===== src/vkf_pkg.sv =====
// Shared types and codes for the velocity Kalman fusion block.
// Used by vkf_ctrl, vkf_datapath and the velocity_kalman_fusion top level.
`default_nettype none
package vkf_pkg;
   localparam int DATA_W   = 32;
   localparam int INDEX_W  = 3;
   localparam int MUL_W    = 34;
   localparam int PROD_W   = 2 * MUL_W;
   localparam int NUM_CORR = 5;

   localparam logic [INDEX_W-1:0] REG_STEP_TIME   = 3'd0;
   localparam logic [INDEX_W-1:0] REG_ACCEL_NOISE = 3'd1;
   localparam logic [INDEX_W-1:0] REG_ODOM_NOISE  = 3'd2;
   localparam logic [INDEX_W-1:0] REG_CAM_NOISE   = 3'd3;
   localparam logic [INDEX_W-1:0] REG_INITIAL_VAR = 3'd4;

   localparam int OP_W = 5;
   localparam logic [OP_W-1:0] OP_NOP       = 5'd0;
   localparam logic [OP_W-1:0] OP_LOAD      = 5'd1;
   localparam logic [OP_W-1:0] OP_DT2_MUL   = 5'd2;
   localparam logic [OP_W-1:0] OP_DT2_RND   = 5'd3;
   localparam logic [OP_W-1:0] OP_Q_MUL     = 5'd4;
   localparam logic [OP_W-1:0] OP_Q_RND     = 5'd5;
   localparam logic [OP_W-1:0] OP_ACC_MUL   = 5'd6;
   localparam logic [OP_W-1:0] OP_PRED_UPD  = 5'd7;
   localparam logic [OP_W-1:0] OP_CORR_INIT = 5'd8;
   localparam logic [OP_W-1:0] OP_DIV_START = 5'd9;
   localparam logic [OP_W-1:0] OP_K_LOAD    = 5'd10;
   localparam logic [OP_W-1:0] OP_KDIFF_MUL = 5'd11;
   localparam logic [OP_W-1:0] OP_V_UPD     = 5'd12;
   localparam logic [OP_W-1:0] OP_A2        = 5'd13;
   localparam logic [OP_W-1:0] OP_K2        = 5'd14;
   localparam logic [OP_W-1:0] OP_T1        = 5'd15;
   localparam logic [OP_W-1:0] OP_P_UPD     = 5'd16;
   localparam logic [OP_W-1:0] OP_OUT       = 5'd17;

   typedef struct packed {
      logic [OP_W-1:0] op;
      logic [1:0]      axis;
      logic            use_cam;
   } vkf_cmd_type;

   typedef struct packed {
      logic div_done;
      logic den_zero;
   } vkf_status_type;
endpackage
`default_nettype wire


===== src/vkf_ctrl.sv =====
// Sequencer for one filter step: predict three axes, then five corrections.
// Depends on vkf_pkg; issues commands to vkf_datapath.
`default_nettype none
module vkf_ctrl (
   input  wire logic                    clock,
   input  wire logic                    reset,
   input  wire logic                    req_valid,
   output logic                         req_stall,
   output logic                         rsp_valid,
   input  wire logic                    rsp_stall,
   output vkf_pkg::vkf_cmd_type         cmd,
   input  wire vkf_pkg::vkf_status_type status
);
   import vkf_pkg::*;

   localparam logic [4:0] S_IDLE       = 5'd0;
   localparam logic [4:0] S_DT2_MUL    = 5'd1;
   localparam logic [4:0] S_DT2_RND    = 5'd2;
   localparam logic [4:0] S_Q_MUL      = 5'd3;
   localparam logic [4:0] S_Q_RND      = 5'd4;
   localparam logic [4:0] S_ACC_MUL    = 5'd5;
   localparam logic [4:0] S_PRED_UPD   = 5'd6;
   localparam logic [4:0] S_CORR_INIT  = 5'd7;
   localparam logic [4:0] S_DIV_START  = 5'd8;
   localparam logic [4:0] S_DIV_WAIT   = 5'd9;
   localparam logic [4:0] S_K_LOAD     = 5'd10;
   localparam logic [4:0] S_KDIFF_MUL  = 5'd11;
   localparam logic [4:0] S_V_UPD      = 5'd12;
   localparam logic [4:0] S_A2         = 5'd13;
   localparam logic [4:0] S_K2         = 5'd14;
   localparam logic [4:0] S_T1         = 5'd15;
   localparam logic [4:0] S_P_UPD      = 5'd16;
   localparam logic [4:0] S_OUT        = 5'd17;

   localparam logic [2:0] LAST_CORR = 3'(NUM_CORR - 1);

   logic [4:0] state_ff, state_in;
   logic [1:0] axis_ff, axis_in;
   logic [2:0] corr_ff, corr_in;
   logic       rsp_valid_ff, rsp_valid_in;
   logic [1:0] corr_axis;
   logic       corr_cam;
   logic       predicting;

   // correction order: odometry x, odometry yaw, camera x, y, yaw
   always_comb begin
      case (corr_ff)
         3'd1:    corr_axis = 2'd2;
         3'd3:    corr_axis = 2'd1;
         3'd4:    corr_axis = 2'd2;
         default: corr_axis = 2'd0;
      endcase
      corr_cam = (corr_ff >= 3'd2);
   end

   assign predicting = (state_ff == S_ACC_MUL) || (state_ff == S_PRED_UPD);

   always_comb begin
      state_in    = state_ff;
      axis_in     = axis_ff;
      corr_in     = corr_ff;
      cmd.op      = OP_NOP;
      cmd.axis    = predicting ? axis_ff : corr_axis;
      cmd.use_cam = corr_cam;
      case (state_ff)
         S_IDLE: begin
            if (req_valid) begin
               cmd.op   = OP_LOAD;
               axis_in  = 2'd0;
               state_in = S_DT2_MUL;
            end
         end
         S_DT2_MUL: begin cmd.op = OP_DT2_MUL; state_in = S_DT2_RND; end
         S_DT2_RND: begin cmd.op = OP_DT2_RND; state_in = S_Q_MUL; end
         S_Q_MUL:   begin cmd.op = OP_Q_MUL;   state_in = S_Q_RND; end
         S_Q_RND:   begin cmd.op = OP_Q_RND;   state_in = S_ACC_MUL; end
         S_ACC_MUL: begin cmd.op = OP_ACC_MUL; state_in = S_PRED_UPD; end
         S_PRED_UPD: begin
            cmd.op = OP_PRED_UPD;
            if (axis_ff == 2'd2) begin
               corr_in  = 3'd0;
               state_in = S_CORR_INIT;
            end else begin
               axis_in  = axis_ff + 2'd1;
               state_in = S_ACC_MUL;
            end
         end
         S_CORR_INIT: begin cmd.op = OP_CORR_INIT; state_in = S_DIV_START; end
         S_DIV_START: begin
            // zero denominator leaves the axis untouched
            if (status.den_zero) begin
               if (corr_ff == LAST_CORR) begin
                  state_in = S_OUT;
               end else begin
                  corr_in  = corr_ff + 3'd1;
                  state_in = S_CORR_INIT;
               end
            end else begin
               cmd.op   = OP_DIV_START;
               state_in = S_DIV_WAIT;
            end
         end
         S_DIV_WAIT: begin
            if (status.div_done) state_in = S_K_LOAD;
         end
         S_K_LOAD:    begin cmd.op = OP_K_LOAD;    state_in = S_KDIFF_MUL; end
         S_KDIFF_MUL: begin cmd.op = OP_KDIFF_MUL; state_in = S_V_UPD; end
         S_V_UPD:     begin cmd.op = OP_V_UPD;     state_in = S_A2; end
         S_A2:        begin cmd.op = OP_A2;        state_in = S_K2; end
         S_K2:        begin cmd.op = OP_K2;        state_in = S_T1; end
         S_T1:        begin cmd.op = OP_T1;        state_in = S_P_UPD; end
         S_P_UPD: begin
            cmd.op = OP_P_UPD;
            if (corr_ff == LAST_CORR) begin
               state_in = S_OUT;
            end else begin
               corr_in  = corr_ff + 3'd1;
               state_in = S_CORR_INIT;
            end
         end
         S_OUT: begin
            if (!rsp_valid_ff || !rsp_stall) begin
               cmd.op   = OP_OUT;
               state_in = S_IDLE;
            end
         end
         default: state_in = S_IDLE;
      endcase
   end

   always_comb begin
      rsp_valid_in = rsp_valid_ff;
      if (cmd.op == OP_OUT) rsp_valid_in = 1'b1;
      else if (!rsp_stall)  rsp_valid_in = 1'b0;
   end

   always_ff @(posedge clock) begin
      if (reset) begin
         state_ff     <= S_IDLE;
         axis_ff      <= '0;
         corr_ff      <= '0;
         rsp_valid_ff <= 1'b0;
      end else begin
         state_ff     <= state_in;
         axis_ff      <= axis_in;
         corr_ff      <= corr_in;
         rsp_valid_ff <= rsp_valid_in;
      end
   end

   assign req_stall = (state_ff != S_IDLE);
   assign rsp_valid = rsp_valid_ff;

   a_accept_starts: assert property (@(posedge clock) disable iff (reset)
      (req_valid && !req_stall) |=> (state_ff == S_DT2_MUL))
      else $error("accepted beat did not start a step");
   a_out_sets_valid: assert property (@(posedge clock) disable iff (reset)
      (cmd.op == OP_OUT) |=> rsp_valid)
      else $error("result load did not raise rsp_valid");
   a_corr_range: assert property (@(posedge clock) disable iff (reset)
      corr_ff <= LAST_CORR)
      else $error("correction index out of range");
   a_div_done_wait: assert property (@(posedge clock) disable iff (reset)
      status.div_done |-> (state_ff == S_DIV_WAIT))
      else $error("divider finished outside its wait state");
endmodule
`default_nettype wire


===== config.mk =====
export PLATFORM = sky130hd
export DESIGN_NAME = vkf_ctrl
export DESIGN_NICKNAME = d
export VERILOG_FILES = /design/src/vkf_pkg.sv /design/src/vkf_ctrl.sv
export SDC_FILE = /design/constraint.sdc
export NUM_CORES = 1
export LEC_CHECK = 0
export BUFFER_PORTS_ARGS = -buffer_cell sky130_fd_sc_hd__buf_4
export CELL_PAD_IN_SITES_DETAIL_PLACEMENT = 0
export CELL_PAD_IN_SITES_GLOBAL_PLACEMENT = 2
export CORE_MARGIN = 4
export CORE_UTILIZATION = 33
export CTS_CLUSTER_DIAMETER = 200
export CTS_CLUSTER_SIZE = 10
export DETAILED_ROUTE_END_ITERATION = 10
export GPL_TIMING_DRIVEN = 0
export HOLD_SLACK_MARGIN = 0.02
export PLACE_DENSITY = 0.85
export SKIP_LAST_GASP = 1
export SLEW_MARGIN = 10
export SYNTH_ARGS = -nofsm -noshare
export SYNTH_HDL_FRONTEND = slang
export SYNTH_SLANG_ARGS = --single-unit

===== constraint.sdc =====
create_clock -name clock -period 3.4 [get_ports clock]
set_input_delay 0.51 -clock clock [delete_from_list [all_inputs] [get_ports clock]]
set_output_delay 0.51 -clock clock [all_outputs]
set_load 0.05 [all_outputs]

# After elaboration in Yosys (flattened, before gate mapping)
# Index checks and enable logic that the tools add are counted.
# classes
reduce_logical,12
eq_ne,29
add_sub_neg,2
n_mux,22
magnitude_cmp,1
# op_table
op,count
5-bit one-hot mux with 18 select lines,1
5-bit one-hot mux with 17 select lines,1
5-bit by 4-bit == test with 1-bit output (second input constant),8
5-bit 2-to-1 mux,6
5-bit by 3-bit == test with 1-bit output (second input constant),4
5-bit == test (second input constant),3
5-bit by 2-bit == test with 1-bit output (second input constant),2
2-bit != test (second input constant),5
3-bit 2-to-1 mux,3
3-bit one-hot mux with 3 select lines,1
3-bit AND reduction,3
2-bit 2-to-1 mux,4
2-bit one-hot mux with 2 select lines,2
5-bit by 1-bit == test with 1-bit output (second input constant),1
5-bit zero test,1
5-bit nonzero test,1
4-bit 2-to-1 mux,1
2-bit by 1-bit != test with 1-bit output (second input constant),2
3-bit by 1-bit adder with 3-bit output (second input constant),1
3-bit by 1-bit == test with 1-bit output (second input constant),1
3-bit by 2-bit == test with 1-bit output (second input constant),1
3-bit == test (second input constant),1
3-bit by 2-bit >= comparator with 1-bit output (second input constant),1
1-bit 2-to-1 mux,3
other kinds (7),9
# totals
wordCells,70
reg_bits,11

# Longest topological paths before layout
# Gate-level depths: netlist of the first run.
# logic_depth
word_depth,6
mapped_depth,6
mapped_depth_nobuf,6

# Worst setup path after synthesis of the first run
# Ideal clock, no wire load.
# synth_path
path_kind,register to output
start,reg state_ff[1]
end,out cmd[1] in the netlist's numbering
path_slack_ps,851
path_stages_with_launch,5
required_time_ps,2890
path_buffers,1
t_arrival_ps,2039
path_cell_list,dfxtp_1 -> buf_2 -> nor2b_1 -> o21ai_0 -> o21ai_0
# synth_rtl
element,line,text
start: declaration,vkf_ctrl.sv:37,"logic [4:0] state_ff, state_in;"
start signal: assignment,vkf_ctrl.sv:144,state_ff <= state_in;
end: declaration,vkf_ctrl.sv:11,"output vkf_pkg::vkf_cmd_type cmd,"

==> impl_metrics.json, run 1 <==
{
  "reg2reg_from": "axis_ff[0]",
  "hold_end": "axis_ff[0]",
  "r2r_slack_ns": 1.88,
  "track_usage": 0.1272,
  "dp_hpwl_um": 1548,
  "gp_congestion": 0.7368,
  "dp_slack_ns": 1.358,
  "antenna_found_initial": 0,
  "ff2ff_path_depth": 6,
  "setup_ws_ns": 1.054,
  "max-cap-violations": 0,
  "io_pins": 16,
  "dpl_cell_area_um2": 1031,
  "syn2layout_area_growth_pct": 20.03,
  "crit_required_ns": 2.89,
  "hold_path.class": "register to register",
  "grt_start_max_net_pins": 11,
  "wl_per_cell_um": 12.46,
  "post_cts_buffers": 0,
  "drtIter0Drc": 14,
  "period_share": 0.6899,
  "final_cell_mix": "buf_4 (16), a21oi_1 (12), dfxtp_1 (11)",
  "design.core.area_um2": 2522,
  "grt_remaining_overflow": 0,
  "rows": 18,
  "tns_ns": 0,
  "yosysTopAreaCell": "dfxtp_1",
  "die-area_um2": 3560,
  "cts_root_buf": "clkbuf_4",
  "design_area_um2": 1057,
  "die_y_um": 59.67,
  "status": "finished clean",
  "worstMarginPinSlew_ns": 0.5306,
  "via_count": 826,
  "yosys_warnings": 0,
  "min_period_ns": 2.346,
  "drive_above_1_share": 0.2692,
  "die_width_um": 59.67,
  "hp-start": "axis_ff[0]",
  "worstSetupEndpointType": "output port",
  "ctsHoldBuffers": 0,
  "p_per_area_nw_per_um2": 479.5,
  "clock_sinks": 11,
  "arrival_ns": 1.84,
  "start_util": 0.3492,
  "hold_slack_ns": 0.4967,
  "synth-seq-cells": 11,
  "clkLatencyLatePin_ns": 0.27,
  "dr.pass1.iters": 4,
  "avgSynthCellArea_um2": 7.936,
  "numCtsBuffers": 3,
  "grt_first_pass_wirelength_um": 3443,
  "p_leak_nw": 0.4268,
  "utilization": 0.4191,
  "synth_area_leaders": "dfxtp_1 (25%), ha_1 (8.5%), a21oi_1 (6.8%)",
  "synth_top_area_share": 0.2500,
  "fin_skew_ns": 0.003173,
  "hold_violations": 0,
  "hold_depth": 2,
  "setup_viol": 0,
  "clock.fmax_mhz": 426.3,
  "vdd_drop_max_v": 0.0003009,
  "rsz0062_at_grt": "false",
  "critPathLaunchType": "register",
  "cp_max_fo": 10,
  "slew_violations": 0,
  "io_buffers": 15,
  "diodes": 0,
  "cts_tree": "built",
  "synth_cell_types": 38,
  "wl_um": 1993,
  "clkSlewWorstSetupHoldPaths_ns": 0.07,
  "yosysSeqAreaShare": 0.2500,
  "syn-num-nets": 123,
  "cts_max_level": 1,
  "slew_headroom": 0.6463,
  "grt_pass1_vias": 811,
  "cts.path.max_buffers": 2,
  "netlist_area_um2": 880.8,
  "final_common_cell": "buf_4",
  "ctsResizeCount": 0,
  "viasPerCell": 5.163,
  "drc": 0,
  "design.final.nets": 143,
  "ant_nets": 0,
  "critPathKind": "register to output port",
  "synthesis.instances": 111,
  "worstReg2RegEnd": "state_ff[1]"
}
## synthesized netlist by cell type (all sizes together)
cell type  count
a211oi         2
mux2           1
o22a           1
o21ai          4
or3            3
nor2b          3
nor3           3
nand3b         2
or2            2
o22ai          3
or3b           2
buf            5
o211ai         2
nor4           1
clkbuf         2
xor2           2
nand3          3
nor3b          1
dfxtp         11
o21a           3
a21oi         12
or4b           1
nor2           7
o31ai          2
ha             6
a31oi          2
a221o          1
a21o           1
inv            7
nand2         10
xnor2          1
o221a          1
nand2b         4
## metal layers
layer | wire length, um | track usage
met1 | 942 | 0.1619
met2 | 927 | 0.2052
met3 | 65 | 0.01296
met4 | 57 | 0.07595
met5 | 0 | 0
## power by group
group	internal, mW	switching (mW)
registers	0.138	0.0121
logic	0.0963	0.169
clock network	0.0454	0.0461
total	0.280	0.227
## cells by family (layout without fill, tap and decap cells)
logic type      count (synthesis)  after routing  share of synthesized area
fa+ha+maj                       6              6                    0.08523
simple gates                   42             42                     0.2912
xor+xnor                        3              3                    0.02983
flops                          11             11                     0.2500
mux                             1              1                    0.01278
buf+inv                        14             33                    0.06960
compound gates                 34             34                     0.2614
## worst max-delay path, cell delays in order (launching register included)
cell      delay (ns)
dfxtp_1         0.42
clkbuf_1        0.37
nor2b_1         0.26
nand2_1         0.09
xor2_1          0.14
nor2_1          0.09
buf_4           0.20
## registers in the layout, indices dropped and copies added (netlist names)
name and count:
state_ff 5, rsp_valid 1, axis_ff 2, corr_ff 3
## metrics by stage
stage	std cells	power, mW
detailed placement	156	0.4201
global route	160	0.5408
finish	160	0.5069
floorplan	111	0.3572
CTS	160	0.5118
global placement	156	0.4196
## area by class of cell
type,instances,area (um2)
Timing Repair Buffer,15,112.6
Tap cell,30,37.54
Inverter,7,26.28
Fill cell,268,1465
Clock buffer,4,26.28
Sequential cell,11,220.2
Buffer,7,35.03
Multi-Input combinational cell,86,599.3
## worst max-delay path by stage
| stage | startpoint | to | slack [ns] |
|---|---|---|---|
| floorplan | state_ff[1] | cmd[1] | 0.85 |
| global placement | state_ff[0] | cmd[5] | 1.35 |
| detailed placement | state_ff[0] | cmd[5] | 1.36 |
| CTS | state_ff[0] | cmd[5] | 1.05 |
| global route | state_ff[0] | cmd[5] | 0.92 |
| finish | state_ff[0] | cmd[5] | 1.05 |
Note: power is estimated with default switching activity, not from simulation.
==> inputs of run 2 (changes only) <==
Settings changed: CORE_UTILIZATION 33 to 28, PLACE_DENSITY 0.85 to 0.77.
Clock period 3.4 ns to 2.1 ns, I/O delays scaled along.
==> impl_metrics.json, run 2 (synthesized netlist as in run 1, its figures left out) <==
{
  "path_cells": "buf_2, nor2_4, mux2_2, a21oi_2, o22ai_2, buf_6",
  "grt_pass1_vias": 821,
  "p_leak_nw": 0.4338,
  "track_usage": 0.1138,
  "fin_skew_ns": 0.001445,
  "critical_path.slowest_cell": "mux2_2",
  "post_cts_buffers": 0,
  "cts_tree": "built",
  "status": "finished clean",
  "cts_max_level": 1,
  "clkLatencyLatePin_ns": 0.27,
  "grt_first_pass_wirelength_um": 3739,
  "utilization": 0.3715,
  "grt_remaining_overflow": 0,
  "worstMarginPinSlew_ns": 0.5680,
  "numCtsBuffers": 3,
  "io_pins": 16,
  "drtIter0Drc": 29,
  "dr.pass1.iters": 4,
  "vdd_drop_max_v": 0.0004006,
  "design_area_um2": 1125,
  "dp_hpwl_um": 1628,
  "p_per_area_nw_per_um2": 767.5,
  "final_common_cell": "buf_4",
  "cp_max_fo": 10,
  "critPathLaunchType": "register",
  "rows": 20,
  "wl_um": 2219,
  "antenna_found_initial": 0,
  "min_period_ns": 2.033,
  "reg_top3": "state_ff (5), corr_ff (3), axis_ff (2)",
  "p_total_mw": 0.8633,
  "grt_start_max_net_pins": 11,
  "drive_above_1_share": 0.3308,
  "rsz0062_at_grt": "true",
  "hold_violations": 0,
  "setup_viol": 0,
  "design.final.nets": 143,
  "diodes": 0,
  "start_util": 0.2909,
  "ant_nets": 0,
  "dpl_cell_area_um2": 1061,
  "drc": 0,
  "critPathKind": "register to output port",
  "hold_path.class": "input port to register",
  "cts_root_buf": "clkbuf_4",
  "worstSetupEndpointType": "output port",
  "die_y_um": 64.09,
  "tns_ns": 0,
  "max-cap-violations": 0,
  "slew_violations": 0,
  "final_cell_mix": "buf_4 (15), a21oi_1 (11), nand2_1 (10), dfxtp_1 (10)",
  "die-area_um2": 4108,
  "clock_sinks": 11,
  "syn2layout_area_growth_pct": 27.70,
  "clock.fmax_mhz": 492.0,
  "slew_headroom": 0.6213,
  "ctsHoldBuffers": 0,
  "cts.path.max_buffers": 2,
  "largest_register": "state_ff",
  "io_buffers": 15,
  "design.core.area_um2": 3028,
  "arrival_ns": 1.72,
  "die_width_um": 64.09,
  "largest_reg_flops": 5,
  "final.fill_count": 328,
  "multi_input_area_um2": 635.6,
  "via_count": 852,
  "seqCellArea_um2": 221.5,
  "viasPerCell": 4.897,
  "gp_congestion": 0.7658,
  "clkSlewWorstSetupHoldPaths_ns": 0.08,
  "wl_per_cell_um": 12.75,
  "cp_slowest_stage_delay_ns": 0.35,
  "crit_required_ns": 1.78,
  "period_share": 0.9680
}
run 2: metal layers:
metal | vias to the layer above | routed length, um | track usage
met4 | 0 | 34 | 0.04749
li1 | 434 | - | -
met5 | - | 0 | 0
met3 | 4 | 112 | 0.01757
met1 | 387 | 999 | 0.1386
met2 | 27 | 1072 | 0.1974
run 2: cell type report:
cell class                 count  share of cell area
inverter                       7             0.02336
multi-input combinational     86              0.5651
tap                           44             0.04894
timing repair buffer          15              0.1034
sequential                    11              0.1969
buffer                         7             0.03893
clock buffer                   4             0.02336
run 2: path summary, 6_finish.rpt:
kind	cells past startpoint	slack, ns	endpoint	start
hold reg to reg	2	0.50	axis_ff[0]	axis_ff[0]
setup / recovery	6	0.07	cmd[3]	state_ff[1]
setup reg to reg	5	0.54	axis_ff[1]	state_ff[1]
hold / removal	3	0.32	corr_ff[1]	reset
run 2: worst max-delay path, delay by kind of cell, from the launching register on:
kind / cells / cell delay, ns
buffers and inverters: 2 / 0.37
AND/OR/NAND/NOR: 1 / 0.15
AO/OA/AOI/OAI: 2 / 0.24
multiplexers: 1 / 0.35
flip-flops: 1 / 0.34
run 2: where the power goes:
group / internal, mW / switching (mW)
sequential: 0.225 / 0.0221
combinational: 0.176 / 0.288
clock: 0.0736 / 0.0787
total: 0.475 / 0.388
run 2: through the flow:
step / hold slack (ns) / instances / worst slack (ns)
after global routing: 0.3713 / 174 / -0.04470
after floorplan: 0.4644 / 111 / 0.06249
final: 0.3182 / 174 / 0.06730
after CTS: 0.3168 / 174 / -0.07282
after global placement: 0.4718 / 170 / 0.1820
after detailed placement: 0.4865 / 170 / 0.2194
run 2: timing repair:
action,in CTS,in global routing
endpoints found under the setup margin,3,4
endpoints found under the hold margin,0,0
gates resized for setup,2,12
pin swaps,0,0
